**src/sv/hlos_pkg.sv**
```systemverilog
// Shared types, constants and helpers for the heightmap line-of-sight block.
`timescale 1ns / 1ps
package hlos_pkg;

   // Map and sample sizing
   localparam int MAX_WIDTH   = 512;
   localparam int MAX_HEIGHT  = 512;
   localparam int HEIGHT_BITS = 16;

   // Fixed field widths
   localparam int CRD_BITS  = 9;     // cell_x, cell_y, observer_x, observer_y
   localparam int DIM_BITS  = 10;    // map_width, map_height
   localparam int OFS_BITS  = 16;    // observer_offset, target_offset
   localparam int HV_BITS   = 16;    // height_value
   localparam int IDX_BITS  = 3;     // register index on the csr channel
   localparam int REQ_BITS  = 40;    // req_tdata, padded to bytes
   localparam int RSP_BITS  = 24;    // rsp_tdata, padded to bytes

   // Store geometry
   localparam int STORE_DEPTH = MAX_WIDTH * MAX_HEIGHT;
   localparam int ADDR_BITS   = $clog2(STORE_DEPTH);

   // Walk arithmetic widths
   localparam int STEP_BITS = CRD_BITS + 1;
   localparam int ERR_BITS  = STEP_BITS + 2;
   localparam int AB_BITS   = ((HEIGHT_BITS > OFS_BITS) ? HEIGHT_BITS : OFS_BITS) + 2;
   localparam int DLT_BITS  = AB_BITS + 1;
   localparam int RAY_BITS  = AB_BITS + STEP_BITS + 1;
   localparam int GND_BITS  = HEIGHT_BITS + STEP_BITS;

   // Queue between front and back (depth must be a power of two)
   localparam int QDEPTH    = 4;
   localparam int QPTR_BITS = $clog2(QDEPTH);

   // Register indexes
   typedef enum logic [IDX_BITS-1:0] {
      REG_MAP_WIDTH       = 3'd0,
      REG_MAP_HEIGHT      = 3'd1,
      REG_OBSERVER_X      = 3'd2,
      REG_OBSERVER_Y      = 3'd3,
      REG_OBSERVER_OFFSET = 3'd4,
      REG_TARGET_OFFSET   = 3'd5
   } reg_index_type;

   // Item kinds
   localparam logic KIND_WRITE = 1'b0;
   localparam logic KIND_QUERY = 1'b1;

   typedef struct packed {
      logic [DIM_BITS-1:0] map_width;
      logic [DIM_BITS-1:0] map_height;
      logic [CRD_BITS-1:0] observer_x;
      logic [CRD_BITS-1:0] observer_y;
      logic [OFS_BITS-1:0] observer_offset;
      logic [OFS_BITS-1:0] target_offset;
   } cfg_type;

   // One classified item in the queue; coordinates already saturated
   typedef struct packed {
      logic                is_query;
      logic [CRD_BITS-1:0] x;
      logic [CRD_BITS-1:0] y;
      logic [HV_BITS-1:0]  hv;
   } item_type;

   typedef struct packed {
      logic full;
      logic empty;
   } qstat_type;

   // Clamp a coordinate to [0, clamp(dim, 1, max_dim) - 1]
   function automatic logic [CRD_BITS-1:0] sat_coord(input logic [CRD_BITS-1:0] v,
                                                     input logic [DIM_BITS-1:0] dim,
                                                     input int max_dim);
      logic [31:0] lim;
      if (dim == '0) begin
         lim = '0;
      end else if (32'(dim) > 32'(max_dim)) begin
         lim = 32'(max_dim) - 32'd1;
      end else begin
         lim = 32'(dim) - 32'd1;
      end
      return (32'(v) > lim) ? lim[CRD_BITS-1:0] : v;
   endfunction

endpackage

```
**src/sv/hlos_fifo.sv**
```systemverilog
// Short item queue between the classifying front and the walking back end.
`timescale 1ns / 1ps
module hlos_fifo (
   input  logic               clock,
   input  logic               reset,
   input  logic               push,
   input  hlos_pkg::item_type push_item,
   input  logic               pop,
   output hlos_pkg::item_type head_item,
   output hlos_pkg::qstat_type stat
);

   hlos_pkg::item_type                  slot_ff [hlos_pkg::QDEPTH];
   logic [hlos_pkg::QPTR_BITS-1:0]      wr_ptr_ff;
   logic [hlos_pkg::QPTR_BITS-1:0]      rd_ptr_ff;
   logic [hlos_pkg::QPTR_BITS:0]        count_ff;

   assign stat.full  = (count_ff == (hlos_pkg::QPTR_BITS + 1)'(hlos_pkg::QDEPTH));
   assign stat.empty = (count_ff == '0);
   assign head_item  = slot_ff[rd_ptr_ff];

   // Pointers and fill count
   always_ff @(posedge clock) begin
      if (reset) begin
         wr_ptr_ff <= '0;
         rd_ptr_ff <= '0;
         count_ff  <= '0;
      end else begin
         if (push) begin
            wr_ptr_ff <= wr_ptr_ff + 1'b1;
         end
         if (pop) begin
            rd_ptr_ff <= rd_ptr_ff + 1'b1;
         end
         if (push && !pop) begin
            count_ff <= count_ff + 1'b1;
         end else if (pop && !push) begin
            count_ff <= count_ff - 1'b1;
         end
      end
   end

   // Storage
   always_ff @(posedge clock) begin
      if (push) begin
         slot_ff[wr_ptr_ff] <= push_item;
      end
   end

endmodule

```
**config.mk**
```make
export PLATFORM = sky130hd
export DESIGN_NAME = hlos_fifo
export DESIGN_NICKNAME = d
export VERILOG_FILES = /design/src/sv/hlos_pkg.sv /design/src/sv/hlos_fifo.sv
export SDC_FILE = /design/constraint.sdc
export NUM_CORES = 1
export LEC_CHECK = 0
export BUFFER_PORTS_ARGS = -buffer_cell sky130_fd_sc_hd__buf_2
export CAP_MARGIN = 20
export CORE_AREA = 2 2 108 110
export DETAILED_ROUTE_END_ITERATION = 10
export DIE_AREA = 0 0 110 112
export PLACE_DENSITY_LB_ADDON = 0.25
export SLEW_MARGIN = 15
export SYNTH_ARGS = -nofsm -noshare
export SYNTH_HDL_FRONTEND = slang
export SYNTH_SLANG_ARGS = --single-unit
export TNS_END_PERCENT = 30
```
**constraint.sdc**
```tcl
create_clock -name clock -period 1.7 [get_ports clock]
set_input_delay 0.17 -clock clock [delete_from_list [all_inputs] [get_ports clock]]
set_output_delay 0.17 -clock clock [all_outputs]
set_load 0.1 [all_outputs]
```
==> flow_summary.rst <==
.. list-table::
   :header-rows: 1

   * - Metric
     - Value
   * - Met3 wirelength from detailed routing
     - 412 um
   * - Post-route non-filler standard cell count
     - 516
   * - Final Cycle Share
     - 115.9%
   * - Relative contribution of the clock network to total power
     - 36.0%
   * - Simple-gate portion of the synthesized area
     - 1.335%
   * - CP Data Required Time
     - 1530 ps
   * - Top FF cell, synth
     - edfxtp_1
   * - Worst clock skew
     - 5.085 ps
   * - Largest stage delay, worst path
     - 530 ps
   * - IR drop worst, VDD
     - 0.8868 mV
   * - Number of buffers created by CTS
     - 17
   * - Number of nets in the layout
     - 405
   * - Highest clock frequency the design can meet
     - 0.5077 GHz
   * - Proportion of power drawn by combinational gates
     - 21.9%
   * - Cell occurring most often along the worst timing path
     - buf_12
   * - Mapped cell area
     - 5532 um^2
   * - Proportion of layout cells with a drive suffix above 1
     - 42.63%
   * - First-pass GRT wire length
     - 15,040 um
   * - Signal arrival time at the worst endpoint
     - 1800 ps
   * - Max_cap viols
     - 0
   * - Count of routing violations after the opening detailed-route iteration
     - 151
   * - Number of buffers between clock root and the deepest sink
     - 2
   * - Final Hold Viols
     - 0
   * - Static leakage power
     - 2.636 nW
   * - Final total negative setup slack
     - -6809 ps
   * - Net count of the mapped netlist
     - 272
   * - Gr usage total
     - 17.24%
   * - Total Die Area
     - 12,320 um^2
   * - Failing checks
     - negative setup slack
   * - Wire length reported by the detailed router
     - 9525 um
   * - Final-layout fill cell count
     - 719
   * - Final critical-path required period
     - 1970 ps
   * - Starting density of the core
     - 49.50%
   * - Instance count of the mapped netlist
     - 227
   * - Placed wire-length estimate after detailed placement
     - 5227 um
   * - Core footprint
     - 11,170 um^2
   * - Clock tree from TritonCTS
     - done
   * - Asr flop ratio synth
     - 0%
   * - Post-synthesis sequential area ratio
     - 79.26%
   * - Routed met1 length
     - 3971 um
   * - Commonest cells post-synth
     - edfxtp_1 (140), mux4_2 (30), dfxtp_1 (9)
   * - Horizontal die dimension
     - 110 um
   * - TritonCTS sink count
     - 149
   * - Count of input and output buffers
     - 75
   * - Most area-hungry cell type in the Yosys netlist
     - edfxtp_1
   * - Number of diodes added for antenna fixing
     - 0
   * - Switching Fraction
     - 28.34%
   * - Worst path cell trace
     - buf_12 > buf_6 > mux4_2 > buf_12
   * - Critical setup path kind
     - flop to output pin
   * - Post-synth EDFFs
     - 140
   * - Largest family of logic cells by synthesized area
     - multiplexers
   * - DRC violations left
     - 0
   * - Area fraction in compound gates after synthesis
     - 0.1810%
   * - HP Class
     - input port to flop
   * - Final Setup Violations
     - 35
   * - Library cells used by synthesis
     - 23
   * - Die boundary height
     - 112 um
   * - Overall power of the completed layout
     - 10.16 mW
   * - Portion of total power attributed to sequential cells
     - 42.1%
   * - Area share of the largest cell type after synthesis
     - 76.00%
   * - Adder and majority gate portion of the synthesized area
     - 1.493%
   * - Final antenna-violating net count
     - 0
   * - Via density
     - 5.141
   * - Pin count of the biggest net entering global routing
     - 36
   * - Total grt overflow
     - 0
   * - Routability cong.
     - 0.6735
   * - Remaining max-slew budget at the tightest pin
     - 68.03%
   * - RSZ-0062 raised after global routing
     - yes
   * - Launching element type of the critical path
     - flop
   * - XOR/XNOR Fraction of Synth Area
     - 0.7917%
   * - Tightest Pin Transition
     - 482.9 ps
   * - P_sw
     - 2.878 mW
   * - Internal Power
     - 7.279 mW
   * - # placed instances
     - 445
   * - Boundary pin count
     - 76
   * - Crit Path Max Fanout
     - 6
   * - Synth-to-layout area growth
     - 36.33%
   * - Clock Tree Root
     - clkbuf_16
   * - Dominant cells by area after synthesis
     - edfxtp_1 (76%), mux4_2 (12%), dfxtp_1 (3.3%)
   * - Count of warnings emitted by yosys
     - 0
   * - Slowest cell on the critical path
     - mux4_2
   * - Length of the first detailed-routing pass in iterations
     - 4
   * - Power Density
     - 1347 nW/um^2
   * - Outcome
     - finished with violations
   * - Type of destination of the critical path
     - output pin
   * - Min setup slack post-route
     - -269.8 ps
   * - Number of synthesized register bits
     - 149
   * - Uppermost metal layer occupied by signal nets
     - met4
   * - Skew-Pair Late Insertion Delay
     - 400 ps
   * - Most common cell in the synthesized netlist
     - edfxtp_1
   * - Max-slew violation count
     - 0
   * - Number of rows created at floorplan
     - 39
   * - Depth of the CTS H-tree
     - 4
   * - Worst-path clk slew
     - 60 ps
   * - Synth Area per Inst
     - 24.37 um^2
   * - Number of global-route vias before repair
     - 2,853
   * - Via count
     - 2,653
   * - Number of antenna violations at the first check in global routing
     - 0
   * - Detailed-routed wire length on met2
     - 5034 um
   * - Multiplexer share of the synthesized area
     - 14.95%
   * - Routed wire length per instance
     - 18.46 um
==> layout make-up <==
cell class / count / area [um^2] / area share, %
clock buffers: 19 / 432.9 / 5.741
clock inverters: 13 / 158.9 / 2.107
inverters: 4 / 15.01 / 0.1991
multi-input cells: 65 / 1044 / 13.84
flip-flops and latches: 149 / 4389 / 58.20
well taps: 143 / 178.9 / 2.373
repair buffers: 123 / 1323 / 17.54
==> layout by cell type, fill, tap and decap left out, types with 4 or more instances in the layout <==
master / instances
dfxtp_1: 7
buf_12: 26
clkinvlp_4: 5
and2_2: 4
dlygate4sd3_1: 35
ha_1: 5
edfxtp_1: 140
buf_6: 21
inv_1: 4
mux4_2: 34
buf_2: 40
nor2_1: 7
clkbuf_16: 17
==> sequential cells by signal (all words and copies together) (netlist names), named ones only <==
name       count
rd_ptr_ff      2
count_ff       3
wr_ptr_ff      2
slot_ff      140
==> path summary, 6_finish.rpt <==
| kind | slack (ps) | from | endpoint | depth (start not counted) |
|---|---|---|---|---|
| max | -270 | flop | head_item[6] | 4 |
| min | 40 | reset | wr_ptr_ff[0] | 2 |
| max reg2reg | 180 | count_ff[0] | count_ff[2] | 4 |
| min reg2reg | 540 | rd_ptr_ff[0] | rd_ptr_ff[0] | 2 |
==> worst max-delay path, delay by kind of cell, from the launching register on <==
| family | cells | cell delay (ps) |
|---|---|---|
| buf+inv | 3 | 440 |
| flops | 1 | 410 |
| mux | 1 | 530 |
==> per-stage QoR <==
| step | util [%] | area (um^2) | setup slack [ps] | hold WS (ps) |
|---|---|---|---|---|
| after detailed placement | 57.09 | 6380 | 40.25 | 387.1 |
| after global placement | 57.09 | 6380 | 58.78 | 381.6 |
| after global routing | 67.48 | 7541 | -317.5 | 43.81 |
| after CTS | 67.80 | 7576 | -292.0 | 38.11 |
| final | 67.48 | 7541 | -269.8 | 43.81 |
| after floorplan | - | 5550 | -75.36 | 268.9 |
==> routing by layer <==
metal,track usage (%),vias to the layer above
li1,-,1210
met1,20.87,1369
met2,28.63,65
met3,4.508,9
met4,8.186,0
met5,0,-
==> power groups by stage <==
stage / clock network, mW / logic (mW) / registers (mW)
floorplan: 0 / 1.50 / 4.33
global placement: 0 / 1.98 / 4.34
detailed placement: 0 / 2.00 / 4.35
CTS: 3.71 / 2.26 / 4.28
global route: 3.87 / 2.31 / 4.30
finish: 3.65 / 2.22 / 4.28
==> kinds of logic after synthesis <==
| logic type | after synthesis |
|---|---|
| muxes | 37 |
| buffers and inverters | 13 |
| AOI/OAI and AO/OA | 2 |
| adders and majority gates | 6 |
| and+or+nand+nor | 15 |
| DFF | 149 |
| xor gates and xnor gates | 5 |
==> timing repair <==
action,CTS,global route
endpoints found under the hold margin,138,0
buffers inserted,4,0
gates resized for setup,52,5
setup endpoints to repair,35,35
hold buffers,35,0
cloned,2,0
(Power assumes the default switching activity.)
