$ cat src/sv/hlos_pkg.sv
// Shared types, constants and helpers for the heightmap line-of-sight block.
`timescale 1ns / 1ps
package hlos_pkg;

   // Map and sample sizing
   localparam int MAX_WIDTH   = 512;
   localparam int MAX_HEIGHT  = 512;
   localparam int HEIGHT_BITS = 16;

   // Fixed field widths
   localparam int CRD_BITS  = 9;     // cell_x, cell_y, observer_x, observer_y
   localparam int DIM_BITS  = 10;    // map_width, map_height
   localparam int OFS_BITS  = 16;    // observer_offset, target_offset
   localparam int HV_BITS   = 16;    // height_value
   localparam int IDX_BITS  = 3;     // register index on the csr channel
   localparam int REQ_BITS  = 40;    // req_tdata, padded to bytes
   localparam int RSP_BITS  = 24;    // rsp_tdata, padded to bytes

   // Store geometry
   localparam int STORE_DEPTH = MAX_WIDTH * MAX_HEIGHT;
   localparam int ADDR_BITS   = $clog2(STORE_DEPTH);

   // Walk arithmetic widths
   localparam int STEP_BITS = CRD_BITS + 1;
   localparam int ERR_BITS  = STEP_BITS + 2;
   localparam int AB_BITS   = ((HEIGHT_BITS > OFS_BITS) ? HEIGHT_BITS : OFS_BITS) + 2;
   localparam int DLT_BITS  = AB_BITS + 1;
   localparam int RAY_BITS  = AB_BITS + STEP_BITS + 1;
   localparam int GND_BITS  = HEIGHT_BITS + STEP_BITS;

   // Queue between front and back (depth must be a power of two)
   localparam int QDEPTH    = 4;
   localparam int QPTR_BITS = $clog2(QDEPTH);

   // Register indexes
   typedef enum logic [IDX_BITS-1:0] {
      REG_MAP_WIDTH       = 3'd0,
      REG_MAP_HEIGHT      = 3'd1,
      REG_OBSERVER_X      = 3'd2,
      REG_OBSERVER_Y      = 3'd3,
      REG_OBSERVER_OFFSET = 3'd4,
      REG_TARGET_OFFSET   = 3'd5
   } reg_index_type;

   // Item kinds
   localparam logic KIND_WRITE = 1'b0;
   localparam logic KIND_QUERY = 1'b1;

   typedef struct packed {
      logic [DIM_BITS-1:0] map_width;
      logic [DIM_BITS-1:0] map_height;
      logic [CRD_BITS-1:0] observer_x;
      logic [CRD_BITS-1:0] observer_y;
      logic [OFS_BITS-1:0] observer_offset;
      logic [OFS_BITS-1:0] target_offset;
   } cfg_type;

   // One classified item in the queue; coordinates already saturated
   typedef struct packed {
      logic                is_query;
      logic [CRD_BITS-1:0] x;
      logic [CRD_BITS-1:0] y;
      logic [HV_BITS-1:0]  hv;
   } item_type;

   typedef struct packed {
      logic full;
      logic empty;
   } qstat_type;

   // Clamp a coordinate to [0, clamp(dim, 1, max_dim) - 1]
   function automatic logic [CRD_BITS-1:0] sat_coord(input logic [CRD_BITS-1:0] v,
                                                     input logic [DIM_BITS-1:0] dim,
                                                     input int max_dim);
      logic [31:0] lim;
      if (dim == '0) begin
         lim = '0;
      end else if (32'(dim) > 32'(max_dim)) begin
         lim = 32'(max_dim) - 32'd1;
      end else begin
         lim = 32'(dim) - 32'd1;
      end
      return (32'(v) > lim) ? lim[CRD_BITS-1:0] : v;
   endfunction

endpackage

$ cat src/sv/hlos_front.sv
// Front end: accepts request transfers, saturates coordinates, drops off-map writes.
`timescale 1ns / 1ps
module hlos_front (
   input  logic                           req_tvalid,
   output logic                           req_tready,
   input  logic [hlos_pkg::REQ_BITS-1:0]  req_tdata,
   input  logic                           req_tuser,
   input  hlos_pkg::cfg_type              cfg,
   input  hlos_pkg::qstat_type            q_stat,
   output logic                           q_push,
   output hlos_pkg::item_type             q_item
);

   logic [hlos_pkg::CRD_BITS-1:0] cell_x;
   logic [hlos_pkg::CRD_BITS-1:0] cell_y;
   logic [hlos_pkg::HV_BITS-1:0]  height_value;
   logic [hlos_pkg::CRD_BITS-1:0] sat_x;
   logic [hlos_pkg::CRD_BITS-1:0] sat_y;
   logic                          in_map;
   logic                          is_query;

   // Unpack request fields
   assign cell_x       = req_tdata[hlos_pkg::CRD_BITS-1:0];
   assign cell_y       = req_tdata[2*hlos_pkg::CRD_BITS-1:hlos_pkg::CRD_BITS];
   assign height_value = req_tdata[2*hlos_pkg::CRD_BITS+hlos_pkg::HV_BITS-1:
                                   2*hlos_pkg::CRD_BITS];
   assign is_query     = (req_tuser == hlos_pkg::KIND_QUERY);

   // Saturate to the map in use; a cell is on the map when saturation leaves it alone
   assign sat_x  = hlos_pkg::sat_coord(cell_x, cfg.map_width, hlos_pkg::MAX_WIDTH);
   assign sat_y  = hlos_pkg::sat_coord(cell_y, cfg.map_height, hlos_pkg::MAX_HEIGHT);
   assign in_map = (sat_x == cell_x) && (sat_y == cell_y);

   assign req_tready = !q_stat.full;

   // Off-map writes are consumed here and never queued
   assign q_push          = req_tvalid && req_tready && (is_query || in_map);
   assign q_item.is_query = is_query;
   assign q_item.x        = sat_x;
   assign q_item.y        = sat_y;
   assign q_item.hv       = height_value;

endmodule

$ cat config.mk
export PLATFORM = sky130hd
export DESIGN_NAME = hlos_front
export DESIGN_NICKNAME = d
export VERILOG_FILES = /design/src/sv/hlos_pkg.sv /design/src/sv/hlos_front.sv
export SDC_FILE = /design/constraint.sdc
export NUM_CORES = 1
export LEC_CHECK = 0
export BUFFER_PORTS_ARGS = -buffer_cell sky130_fd_sc_hd__buf_2
export CORE_MARGIN = 1
export CORE_UTILIZATION = 30
export DETAILED_ROUTE_END_ITERATION = 8
export PLACE_DENSITY = 0.68
export SYNTH_ARGS = -nofsm -noshare
export SYNTH_HDL_FRONTEND = slang
export SYNTH_SLANG_ARGS = --single-unit
$ cat constraint.sdc
create_clock -name vclk -period 9.83
set_clock_uncertainty 0.05 [all_clocks]
set_input_delay 0.983 -clock vclk [all_inputs]
set_output_delay 0.983 -clock vclk [all_outputs]
set_load 0.05 [all_outputs]
==> parameters.txt, run 1 <==
Parameter                              Value

STA
  Final min period ... 5.76 ns
  Actual transition at the worst max-transition pin ... 0.991 ns
  Final period utilization ... between 50% and 60%
  Highest achievable clock rate ... roughly 0.17 GHz
  Total negative slack for setup checks ... 0 ns
  Fin. max-slew vios ... 0
  Relative max-transition margin ... about a third
  Setup-failing EPs final ... 0
  Setup repair after global routing missed its margin ... false
  Hold violation total from the final report ... 0

Synthesis
  Fraction of post-synthesis cell area in the top cell type by area ... between 10 and 15%
  Most area-hungry cell type in the Yosys netlist ... sky130_fd_sc_hd__ha_1
  Area of the mapped netlist ... about 0.0017 mm²
  Most frequently used cell type in the post-synthesis netlist ... sky130_fd_sc_hd__inv_1
  Mean cell area of the mapped netlist ... between 6 and 7 µm²
  Cell types with the highest counts after synthesis ... 29 x sky130_fd_sc_hd__inv_1, 20 x sky130_fd_sc_hd__ha_1, 19 x sky130_fd_sc_hd__nor2_1
  Synthesized net count ... between 300 and 400
  Cell count after synthesis ... approximately 260
  Yosys cell types ... 51
  Number of warnings reported in the yosys synthesis log ... 0
  Cell types with the largest area share after synthesis ... sky130_fd_sc_hd__ha_1 14%, sky130_fd_sc_hd__buf_4 7.3%, sky130_fd_sc_hd__inv_1 6.2%, sky130_fd_sc_hd__a21oi_1 5.2%, sky130_fd_sc_hd__nor2_1 4.1%
  Sequential cell area fraction in the yosys report ... 0%

Setup path
  Worst setup EP type ... output port
  CP Launch Type ... input port
  Data arrival time of the critical path ... roughly 4.7 ns
  Worst Setup Path Type ... in2out
  Highest net fanout along the worst path ... 10
  Required time reported for the critical path endpoint ... a little under 9 ns

Floorplan
  Cell row count ... 27
  Initial Util ... about a third
  Die height ... a little under 80 µm
  Area of the core ... between 0.005 and 0.006 mm²
  Overall die area ... about 0.0061 mm²
  I/O Pins ... 151
  Die X-Extent ... about 80 µm

Cells and area
  Ant. Diodes ... 0
  Reg area ... 0 µm²
  Design area ... just under 0.002 mm²
  Layout clock buffer count ... 0
  Fraction of final layout cells with drive strength greater than 1 ... ~25%
  Post-route core utilization ... around 36%
  Final layout net count ... around 430
  Area Overhead vs Synth ... 13.7%
  Count of sequential standard cells ... 0

Outcome
  Run status ... complete, no violations

Run
  Max-cap violations ... 0

Detailed routing
  Post-detailed-route DRC marker count ... 0
  Routed length per instance ... 13.1 µm
  Antenna Nets Post-Route ... 0
  Detailed router's first-iteration violation count ... between 60 and 70
  Vias/cell ... around 5.6
  First-pass iteration count of the detailed router ... 4
  Detailed Route WL ... around 4800 µm
  Total number of vias ... slightly above 2000

Pwr
  Peak ir drop on the vdd network ... 0.0264 mV
  Ratio of total power to cell area ... 61.1 mW/mm²
  Lkg Pwr ... between 0.8 and 0.9 nW

Placed design
  Weighted congestion reported at the end of routability-driven placement ... between 0.8 and 0.9
  Dpl hpwl ... around 4000 µm
  Quantity of I/O buffers inserted on ports ... 62
  Cell area reported after detailed placement ... 0.00199 mm²

CTS
  Quantity of gates resized following cts ... 0
  Hold Buf Count CTS ... 0
  Number of buffers added for setup after CTS ... 0

Hold path
  Kind of path behind the tightest hold check ... in2out
  Number of cells on the worst hold path ... 0
  HP Start ... req_tdata[28]
  Hold path endpoint ... q_item[10]

GRT
  Antenna violations before repair ... 0
  Global Route Usage Sum ... between 10% and 20%
  Total congestion overflow ... 0
  Number of global-route vias before repair ... between 1500 and 2000
  Pin count of the biggest net entering global routing ... 22
  Global-route wire length before repair ... approximately 7700 µm
[per-layer routing]
layer	share of wire [%]	wire [µm]	track usage (%)	vias to the layer above
li1	-	-	-	1035
met1	46	2200	18.1	952
met2	48	2330	28.9	79
met3	5.9	283	1.16	0
met4	0	0	0.556	0
met5	0	0	0	-
[per-stage QoR]
stage | instances | hold slack (ns) | power [mW] | setup WS, ns
2_1_floorplan | 259 | 2.08 | 0.105 | 4.24
3_5_place_dp | 368 | 1.92 | 0.121 | 4.09
4_1_cts | 368 | 1.92 | 0.121 | 4.09
5_1_grt | 368 | 1.92 | 0.131 | 3.82
6_report | 368 | 1.92 | 0.121 | 4.07
3_3_place_gp | 368 | 1.92 | 0.119 | 4.16
[layout by cell type, fill, tap and decap left out, types with 4 or more instances in the layout]
cell | synthesis | routed
sky130_fd_sc_hd__a211oi_1 | 4 | 4
sky130_fd_sc_hd__a21oi_1 | 18 | 18
sky130_fd_sc_hd__a31oi_1 | 4 | 4
sky130_fd_sc_hd__buf_2 | 3 | 62
sky130_fd_sc_hd__ha_1 | 20 | 20
sky130_fd_sc_hd__inv_1 | 29 | 29
sky130_fd_sc_hd__mux2_2 | 5 | 5
sky130_fd_sc_hd__mux2i_1 | 5 | 5
sky130_fd_sc_hd__nand2_1 | 11 | 11
sky130_fd_sc_hd__nand3_1 | 6 | 6
sky130_fd_sc_hd__nand4_1 | 5 | 5
sky130_fd_sc_hd__nor2_1 | 19 | 19
sky130_fd_sc_hd__nor2b_1 | 5 | 5
sky130_fd_sc_hd__nor3_1 | 10 | 10
sky130_fd_sc_hd__nor4_1 | 7 | 7
sky130_fd_sc_hd__o21a_1 | 5 | 5
sky130_fd_sc_hd__o21ai_0 | 10 | 10
sky130_fd_sc_hd__o21ai_1 | 6 | 6
sky130_fd_sc_hd__o31ai_1 | 5 | 5
sky130_fd_sc_hd__or4_1 | 4 | 4
sky130_fd_sc_hd__xnor2_1 | 8 | 8
sky130_fd_sc_hd__xor2_1 | 4 | 4
[power breakdown]
part / switching (mW) / internal, mW / total, mW
Sequential: 0 / 0 / 0
Combinational: 0.0817 / 0.0396 / 0.121
Clock: 0 / 0 / 0
Total: 0.0817 / 0.0396 / 0.121
[layout make-up]
class	instances	area, µm²
tap	72	90.1
inverter	29	109
multi-input combinational	205	1480
fill	611	3590
timing repair buffer	62	310
[logic make-up (layout without fill, tap and decap cells)]
kind of cell	after synthesis	count (layout)	synth area share [%]
AND/OR/NAND/NOR	86	86	28.3
AO/OA/AOI/OAI	77	77	29.8
buffers and inverters	54	91	15.5
adder cells (fa/ha/maj)	20	20	14.3
XOR/XNOR	12	12	6.01
multiplexers	10	10	6.08
[worst max path at each step]
stage | startpoint | to | slack, ns
final | cfg[66] | q_item[32] | 4.07
after global placement | cfg[66] | q_item[32] | 4.16
after floorplan | cfg[50] | q_push | 4.24
after detailed placement | cfg[66] | q_item[32] | 4.09
after CTS | cfg[66] | q_item[32] | 4.09
after global routing | cfg[66] | q_item[30] | 3.82
[critical path, stage by stage]
cell                       delay, ns
sky130_fd_sc_hd__buf_2          0.14
sky130_fd_sc_hd__or4_1          0.63
sky130_fd_sc_hd__nor4_1         0.52
sky130_fd_sc_hd__nand3b_1       0.19
sky130_fd_sc_hd__o211ai_1       0.15
sky130_fd_sc_hd__inv_1          0.10
sky130_fd_sc_hd__ha_1           0.23
sky130_fd_sc_hd__and3_1         0.17
sky130_fd_sc_hd__nand3_1        0.09
sky130_fd_sc_hd__nor2_1         0.06
sky130_fd_sc_hd__a311oi_2       0.84
sky130_fd_sc_hd__mux2_2         0.42
sky130_fd_sc_hd__buf_2          0.21
(Power assumes the default switching activity.)
==> run 2, diff against run 1 <==
--- a/config.mk
+++ b/config.mk
@@ -5,11 +5,12 @@
 export SDC_FILE = /design/constraint.sdc
 export NUM_CORES = 1
 export LEC_CHECK = 0
+export ABC_AREA = 1
 export BUFFER_PORTS_ARGS = -buffer_cell sky130_fd_sc_hd__buf_2
 export CORE_MARGIN = 1
 export CORE_UTILIZATION = 30
 export DETAILED_ROUTE_END_ITERATION = 8
-export PLACE_DENSITY = 0.68
+export PLACE_DENSITY = 0.66
 export SYNTH_ARGS = -nofsm -noshare
 export SYNTH_HDL_FRONTEND = slang
 export SYNTH_SLANG_ARGS = --single-unit
==> constraint.sdc (replaced) <==
create_clock -name vclk -period 5.6
set_clock_uncertainty 0.05 [all_clocks]
set_input_delay 0.56 -clock vclk [all_inputs]
set_output_delay 0.56 -clock vclk [all_outputs]
set_load 0.05 [all_outputs]
==> run 2 against run 1 <==
Wire length up 1.9%. Via count grew 5.2%. First-iteration DRC count rose by 51%. Combinational power increased by 91%. Sequential share of layout area unchanged. Synthesized cell count is 33% higher. Utilization about the same. Count of clock-buffer cells in the layout stayed put. Worst setup slack lost 3.0 ns. Flip-flop and latch count is the same. Synthesized area increased by 9.4%. Hold slack got worse by 0.85 ns. Largest cell class unchanged.
==> parameters.txt, run 2 <==
Parameter                              Value

Outcome
  Run status ... complete, no violations

Cells and area
  Fill cell instance count of the final layout ... 678 (+11%)
  Post-route core utilization ... 35.7% (+0.048 points)
  Fraction of final layout cells with drive strength greater than 1 ... 25.8% (+0.44 points)
  Area Overhead vs Synth ... 12.4%
  Design area ... 0.00215 mm² (+8.2%)
  Reg area ... 0 µm² (unchanged)
  Top library cells by usage in the layout, fill and taps aside ... 89 x sky130_fd_sc_hd__nand2_1, 62 x sky130_fd_sc_hd__buf_2, 57 x sky130_fd_sc_hd__inv_1
  Footprint of the multi-input gates ... 0.00150 mm² (+1.4%)
  Final layout net count ... 520 (+20%)
  Layout clock buffer count ... 0 (unchanged)
  Count of sequential standard cells ... 0 (unchanged)
  Commonest non-fill, non-tap cell in the layout ... sky130_fd_sc_hd__nand2_1
  Ant. Diodes ... 0 (unchanged)
  Fin cells ... 459 (+25%)

Synthesis
  Main combinational cell family by area after synthesis ... simple AND/OR/NAND/NOR gates
  Synthesized net count ... 478 (+22%)
  Xor and xnor fraction of the mapped netlist area ... 2.29% (-3.7 points)
  Simple-gate share of the synthesized area ... 46.6% (+18 points)
  Cell types with the largest area share after synthesis ... sky130_fd_sc_hd__nand2_1 17%, sky130_fd_sc_hd__ha_1 13%, sky130_fd_sc_hd__inv_1 11%, sky130_fd_sc_hd__buf_4 7.5%, sky130_fd_sc_hd__nand4_1 6.9%
  Compound-gate portion of the synthesized area ... 16.4% (-13 points)
  Cell count after synthesis ... 344 (+33%)
  Most frequently used cell type in the post-synthesis netlist ... sky130_fd_sc_hd__nand2_1
  Number of warnings reported in the yosys synthesis log ... 0 (unchanged)
  Area of the mapped netlist ... 0.00191 mm² (+9.4%)
  Mean cell area of the mapped netlist ... 5.56 µm² (-18%)
  Yosys cell types ... 33 (-35%)
  Most area-hungry cell type in the Yosys netlist ... sky130_fd_sc_hd__nand2_1
  Share of cell area taken by muxes after synthesis ... 0% (-6.1 points)
  Sequential cell area fraction in the yosys report ... 0% (unchanged)
  Fraction of post-synthesis cell area in the top cell type by area ... 17.5% (+3.1 points)
  Adder-cell area share of the yosys netlist ... 13.1% (-1.2 points)
  Cell types with the highest counts after synthesis ... 89 x sky130_fd_sc_hd__nand2_1, 57 x sky130_fd_sc_hd__inv_1, 32 x sky130_fd_sc_hd__nor2_1

Placed design
  Cell area reported after detailed placement ... 0.00215 mm² (+8.2%)
  Dpl hpwl ... 4270 µm (+5.2%)
  Quantity of I/O buffers inserted on ports ... 62 (unchanged)
  Worst slack at placement ... 1.05 ns (-3.05 ns)
  Number of placed instances with taps included ... 459 (+25%)
  Weighted congestion reported at the end of routability-driven placement ... 0.868 (-1.6%)

STA
  Final worst hold slack ... 1.07 ns (-0.846 ns)
  Setup repair after global routing missed its margin ... false
  Relative max-transition margin ... 73.6% (+40 points)
  Total negative slack for setup checks ... 0 ns (unchanged)
  Fin. max-slew vios ... 0 (unchanged)
  Hold violation total from the final report ... 0 (unchanged)
  Post-layout worst setup margin ... 1.10 ns (-2.97 ns)
  Setup-failing EPs final ... 0 (unchanged)
  Actual transition at the worst max-transition pin ... 0.395 ns (-0.596 ns)
  Highest achievable clock rate ... around 0.22 GHz
  Final period utilization ... about four fifths
  Final min period ... approximately 4.5 ns

Detailed routing
  Vias/cell ... 4.73 (-16%)
  Antenna Nets Post-Route ... 0 (unchanged)
  Post-detailed-route DRC marker count ... 0 (unchanged)
  Detailed Route WL ... 4900 µm (+1.9%)
  Routed length per instance ... 10.7 µm (-18%)
  Total number of vias ... 2173 (+5.2%)
  Detailed router's first-iteration violation count ... 95 (+51%)
  First-pass iteration count of the detailed router ... 4 (unchanged)

Run
  Max-cap violations ... 0 (unchanged)

Floorplan
  Die X-Extent ... 81.9 µm (+4.5%)
  Cell row count ... 28 (+3.7%)
  Die height ... 81.9 µm (+4.5%)
  Area of the core ... 0.00603 mm² (+8.1%)
  Initial Util ... 31.7% (+0.39 points)
  I/O Pins ... 151 (unchanged)
  Overall die area ... 0.00670 mm² (+9.2%)

GRT
  Antenna violations before repair ... 0 (unchanged)
  Number of global-route vias before repair ... 1958 (+7.1%)
  Pin count of the biggest net entering global routing ... 21 (-4.5%)
  Global-route wire length before repair ... 8270 µm (+7.0%)
  Total congestion overflow ... 0 (unchanged)
  Global Route Usage Sum ... 15.0% (+0.22 points)

Setup path
  Data arrival time of the critical path ... 3.89 ns (-0.84 ns)
  Worst Setup Path Type ... in2out
  Highest net fanout along the worst path ... 13 (+3)
  CP Launch Type ... input port
  Required time reported for the critical path endpoint ... 4.99 ns (-3.81 ns)
  Worst setup EP type ... output port

Pwr
  Lkg Pwr ... 1.30 nW (+45%)
  Peak ir drop on the vdd network ... 0.0446 mV (+69%)
  Ratio of total power to cell area ... 107 mW/mm² (+76%)
  Total Power ... 0.231 mW (+90%)

Hold path
  Kind of path behind the tightest hold check ... in2out

CTS
  Number of buffers added for setup after CTS ... 0 (unchanged)
  Quantity of gates resized following cts ... 0 (unchanged)
  Hold Buf Count CTS ... 0 (unchanged)
## run 2: cell count changes in the layout (fill, tap and decap cells not counted), sizes merged, moves of 5 or more
cell    previous run  this run
nor4               9         1
nand3              6        17
mux2i              5         0
nor2b              5         0
mux2               5         0
nor3              12         6
o21bai             0         7
nor2              19        44
o21a               5         0
nand2             11        97
nand4              5        21
xnor2              8         2
inv               29        64
## run 2: logic make-up after synthesis
kind of cell             after synthesis
AND/OR/NAND/NOR                      187
buffers and inverters                 87
AO/OA/AOI/OAI                         45
adder cells (fa/ha/maj)               20
XOR/XNOR                               5
## run 2: layout make-up
class	count	share of cell area (%)
multi-input combinational	257	69.7
timing repair buffer	63	14.8
inverter	64	11.2
tap	75	4.36
## run 2: critical path, cell delays in order
cell	delay, ns
sky130_fd_sc_hd__buf_2	0.11
sky130_fd_sc_hd__inv_1	0.08
sky130_fd_sc_hd__ha_1	0.23
sky130_fd_sc_hd__nand3_2	0.14
sky130_fd_sc_hd__nor2_4	0.15
sky130_fd_sc_hd__nand2_4	0.09
sky130_fd_sc_hd__nand2_8	0.10
sky130_fd_sc_hd__nand2_1	0.09
sky130_fd_sc_hd__o21ai_4	0.17
sky130_fd_sc_hd__ha_1	0.26
sky130_fd_sc_hd__a21o_1	0.18
sky130_fd_sc_hd__nor2_1	0.12
sky130_fd_sc_hd__nand2_1	0.07
sky130_fd_sc_hd__nand2_1	0.07
sky130_fd_sc_hd__nand2_1	0.08
sky130_fd_sc_hd__nand3_4	0.19
sky130_fd_sc_hd__inv_1	0.24
sky130_fd_sc_hd__nand3_1	0.12
sky130_fd_sc_hd__nand2_1	0.07
sky130_fd_sc_hd__nor2_1	0.10
sky130_fd_sc_hd__nand2_1	0.06
sky130_fd_sc_hd__nor2_1	0.08
sky130_fd_sc_hd__nand3_1	0.12
sky130_fd_sc_hd__a21oi_2	0.13
sky130_fd_sc_hd__buf_2	0.26
## run 2: path summary, 6_finish.rpt
kind     startpoint        end  depth (start not counted)
max         cfg[50]     q_push                         25
min   req_tdata[18]  q_item[0]                          0
## run 2: power breakdown
group          leakage, nW  switching, mW  internal (mW)
registers                0              0              0
clock network            0              0              0
logic                 1.30          0.164         0.0669
## run 2: routing by layer
metal  wire, µm  GRT usage [%]  vias up
li1           -              -     1168
met1       2340           20.1      931
met2       2250           26.9       66
met3        266          0.667        8
met4         48           1.75        0
met5          0              0        -
==> run 3, diff against run 2 <==
==> constraint.sdc (replaced) <==
create_clock -name vclk -period 4.5
set_clock_uncertainty 0.05 [all_clocks]
set_input_delay 0.45 -clock vclk [all_inputs]
set_output_delay 0.45 -clock vclk [all_outputs]
set_load 0.05 [all_outputs]
==> run 3 against run 2 <==
Combinational power grew 32%. Sequential share of layout area did not move. Wire length grew 4.6%. Critical endpoint unchanged. Worst setup slack worse by 0.75 ns.
==> parameters.txt, run 3 (same netlist as run 2, synthesis figures left out) <==
Parameter                              Value

Cells and area
  Layout clock buffer count ... 0 (unchanged)
  Fraction of final layout cells with drive strength greater than 1 ... 28.0% (+2.2 points)
  Reg area ... 0 µm² (unchanged)
  Ant. Diodes ... 0 (unchanged)
  Area Overhead vs Synth ... 17.1%
  Commonest non-fill, non-tap cell in the layout ... sky130_fd_sc_hd__nand2_1
  Count of sequential standard cells ... 0 (unchanged)
  Post-route core utilization ... 37.2% (+1.5 points)
  Top library cells by usage in the layout, fill and taps aside ... 89 x sky130_fd_sc_hd__nand2_1, 61 x sky130_fd_sc_hd__buf_2, 56 x sky130_fd_sc_hd__inv_1
  Design area ... 0.00224 mm² (+4.1%)
  Final layout net count ... 529 (+1.7%)
  Fin cells ... 468 (+2.0%)

Outcome
  Run status ... complete, no violations

Detailed routing
  First-pass iteration count of the detailed router ... 4 (unchanged)
  Post-detailed-route DRC marker count ... 0 (unchanged)
  Vias/cell ... 4.79 (+1.1%)
  Total number of vias ... 2241 (+3.1%)
  Detailed router's first-iteration violation count ... 108 (+14%)
  Routed length per instance ... 11.0 µm (+2.6%)
  Antenna Nets Post-Route ... 0 (unchanged)
  Detailed Route WL ... 5130 µm (+4.6%)

GRT
  Total congestion overflow ... 0 (unchanged)
  Antenna violations before repair ... 0 (unchanged)
  Number of global-route vias before repair ... 1938 (-1.0%)
  GR Layer Usage met1 ... 19.9% (-0.13 points)
  Global-route wire length before repair ... 8260 µm (about the same)
  Grt peak-use layer ... met2
  Global Route Usage Sum ... 15.1% (+0.12 points)
  Pin count of the biggest net entering global routing ... 21 (unchanged)
  Grt met2 use ... 26.6% (-0.25 points)
  Met3 Usage GRT ... 1.11% (+0.44 points)

Floorplan
  Area of the core ... 0.00603 mm² (unchanged)
  Die X-Extent ... 81.9 µm (unchanged)
  Die height ... 81.9 µm (unchanged)
  I/O Pins ... 151 (unchanged)
  Initial Util ... 31.7% (unchanged)
  Cell row count ... 28 (unchanged)
  Overall die area ... 0.00670 mm² (unchanged)

Placed design
  Weighted congestion reported at the end of routability-driven placement ... 0.868 (about the same)
  Worst slack at placement ... 0.00994 ns (-1.04 ns)
  Quantity of I/O buffers inserted on ports ... 62 (unchanged)
  Cell area reported after detailed placement ... 0.00215 mm² (unchanged)
  Number of placed instances with taps included ... 459 (unchanged)
  Dpl hpwl ... 4320 µm (+1.2%)

Setup path
  Critical path depth ... 24 (-4.0%)
  Required time reported for the critical path endpoint ... 4.00 ns (-0.99 ns)
  CP dominant cell by count ... sky130_fd_sc_hd__nand2_1
  Highest net fanout along the worst path ... 9 (-4)
  Cell breakdown of the critical path ... buf_2 > inv_1 > ha_2 > nand3_2 > nor2_4 > nand2_4 > nand2_8 > nand2_1 > o21ai_4 > ha_1 > a21o_1 > nor2_1 > nand2_1 > nand2_1 > nand2_1 > nand3_4 > clkinvlp_4 > buf_4 > nand3_1 > nand3_1 > nor2_1 > nand3_1 > a21oi_2 > buf_4
  CP max-delay cell ... sky130_fd_sc_hd__ha_1
  Worst Setup Path Type ... in2out
  Last element of the critical path ... q_push
  Worst Setup SP ... cfg[50]
  CP Launch Type ... input port
  Data arrival time of the critical path ... 3.66 ns (-0.23 ns)
  Top cell family by delay on the critical path ... simple AND/OR/NAND/NOR gates
  Highest cell delay on the worst timing path ... 0.27 ns (about the same)
  Worst setup EP type ... output port
  Number of buffer and inverter instances along the worst setup path ... 5 (+1)

Pwr
  Total Power ... 0.304 mW (+32%)
  Ratio of total power to cell area ... 136 mW/mm² (+26%)
  Lkg Pwr ... 1.34 nW (+2.9%)
  Peak ir drop on the vdd network ... 0.0580 mV (+30%)

STA
  Final worst hold slack ... 0.850 ns (-0.220 ns)
  Final period utilization ... 92.4%
  Highest achievable clock rate ... roughly 0.24 GHz
  Fin. max-slew vios ... 0 (unchanged)
  Actual transition at the worst max-transition pin ... 0.371 ns (-0.0242 ns)
  Relative max-transition margin ... 75.3% (+1.6 points)
  Post-layout worst setup margin ... 0.343 ns (-0.752 ns)
  Final min period ... 4.16 ns
  Setup-failing EPs final ... 0 (unchanged)
  Total negative slack for setup checks ... 0 ns (unchanged)
  Hold violation total from the final report ... 0 (unchanged)

Run
  Max-cap violations ... 0 (unchanged)

Hold path
  Kind of path behind the tightest hold check ... in2out
-- run 3: cell count changes in the layout (fill, tap and decap cells not counted), sizes merged --
cell      delta
inv          -1
buf          +9
clkinvlp     +1
-- run 3: cell type report --
| class | instances | area, µm² |
|---|---|---|
| Tap cell | 75 | 93.8 |
| Fill cell | 668 | 3790 |
| Multi-Input combinational cell | 257 | 1510 |
| Timing Repair Buffer | 72 | 388 |
| Inverter | 64 | 244 |
-- run 3: per-layer routing --
metal  vias up  part of all wire, %
li1       1191                    -
met1       976                   48
met2        62                   46
met3        12                  4.8
met4         0                  1.6
met5         -                    0
-- run 3: worst min path at each step --
stage / startpoint / end / slack [ns] / depth (start not counted)
after floorplan: req_tvalid / q_push / 1.01 / 2
after global placement: req_tdata[19] / q_item[1] / 0.85 / 0
after detailed placement: req_tdata[19] / q_item[1] / 0.85 / 0
after CTS: req_tdata[19] / q_item[1] / 0.85 / 0
after global routing: req_tdata[32] / q_item[14] / 0.85 / 0
final: req_tdata[18] / q_item[0] / 0.85 / 0
-- run 3: power by group --
part	switching (mW)	total [mW]	internal, mW
logic	0.210	0.304	0.0940
registers	0	0	0
clock network	0	0	0
-- run 3: timing repair --
item	4_1_cts	5_1_grt
setup endpoints to repair	1	1
gates cloned	0	0
setup buffers	0	9
hold buffers	0	0
pin swaps	0	1
hold endpoints to repair	0	0
resized for setup	1	5
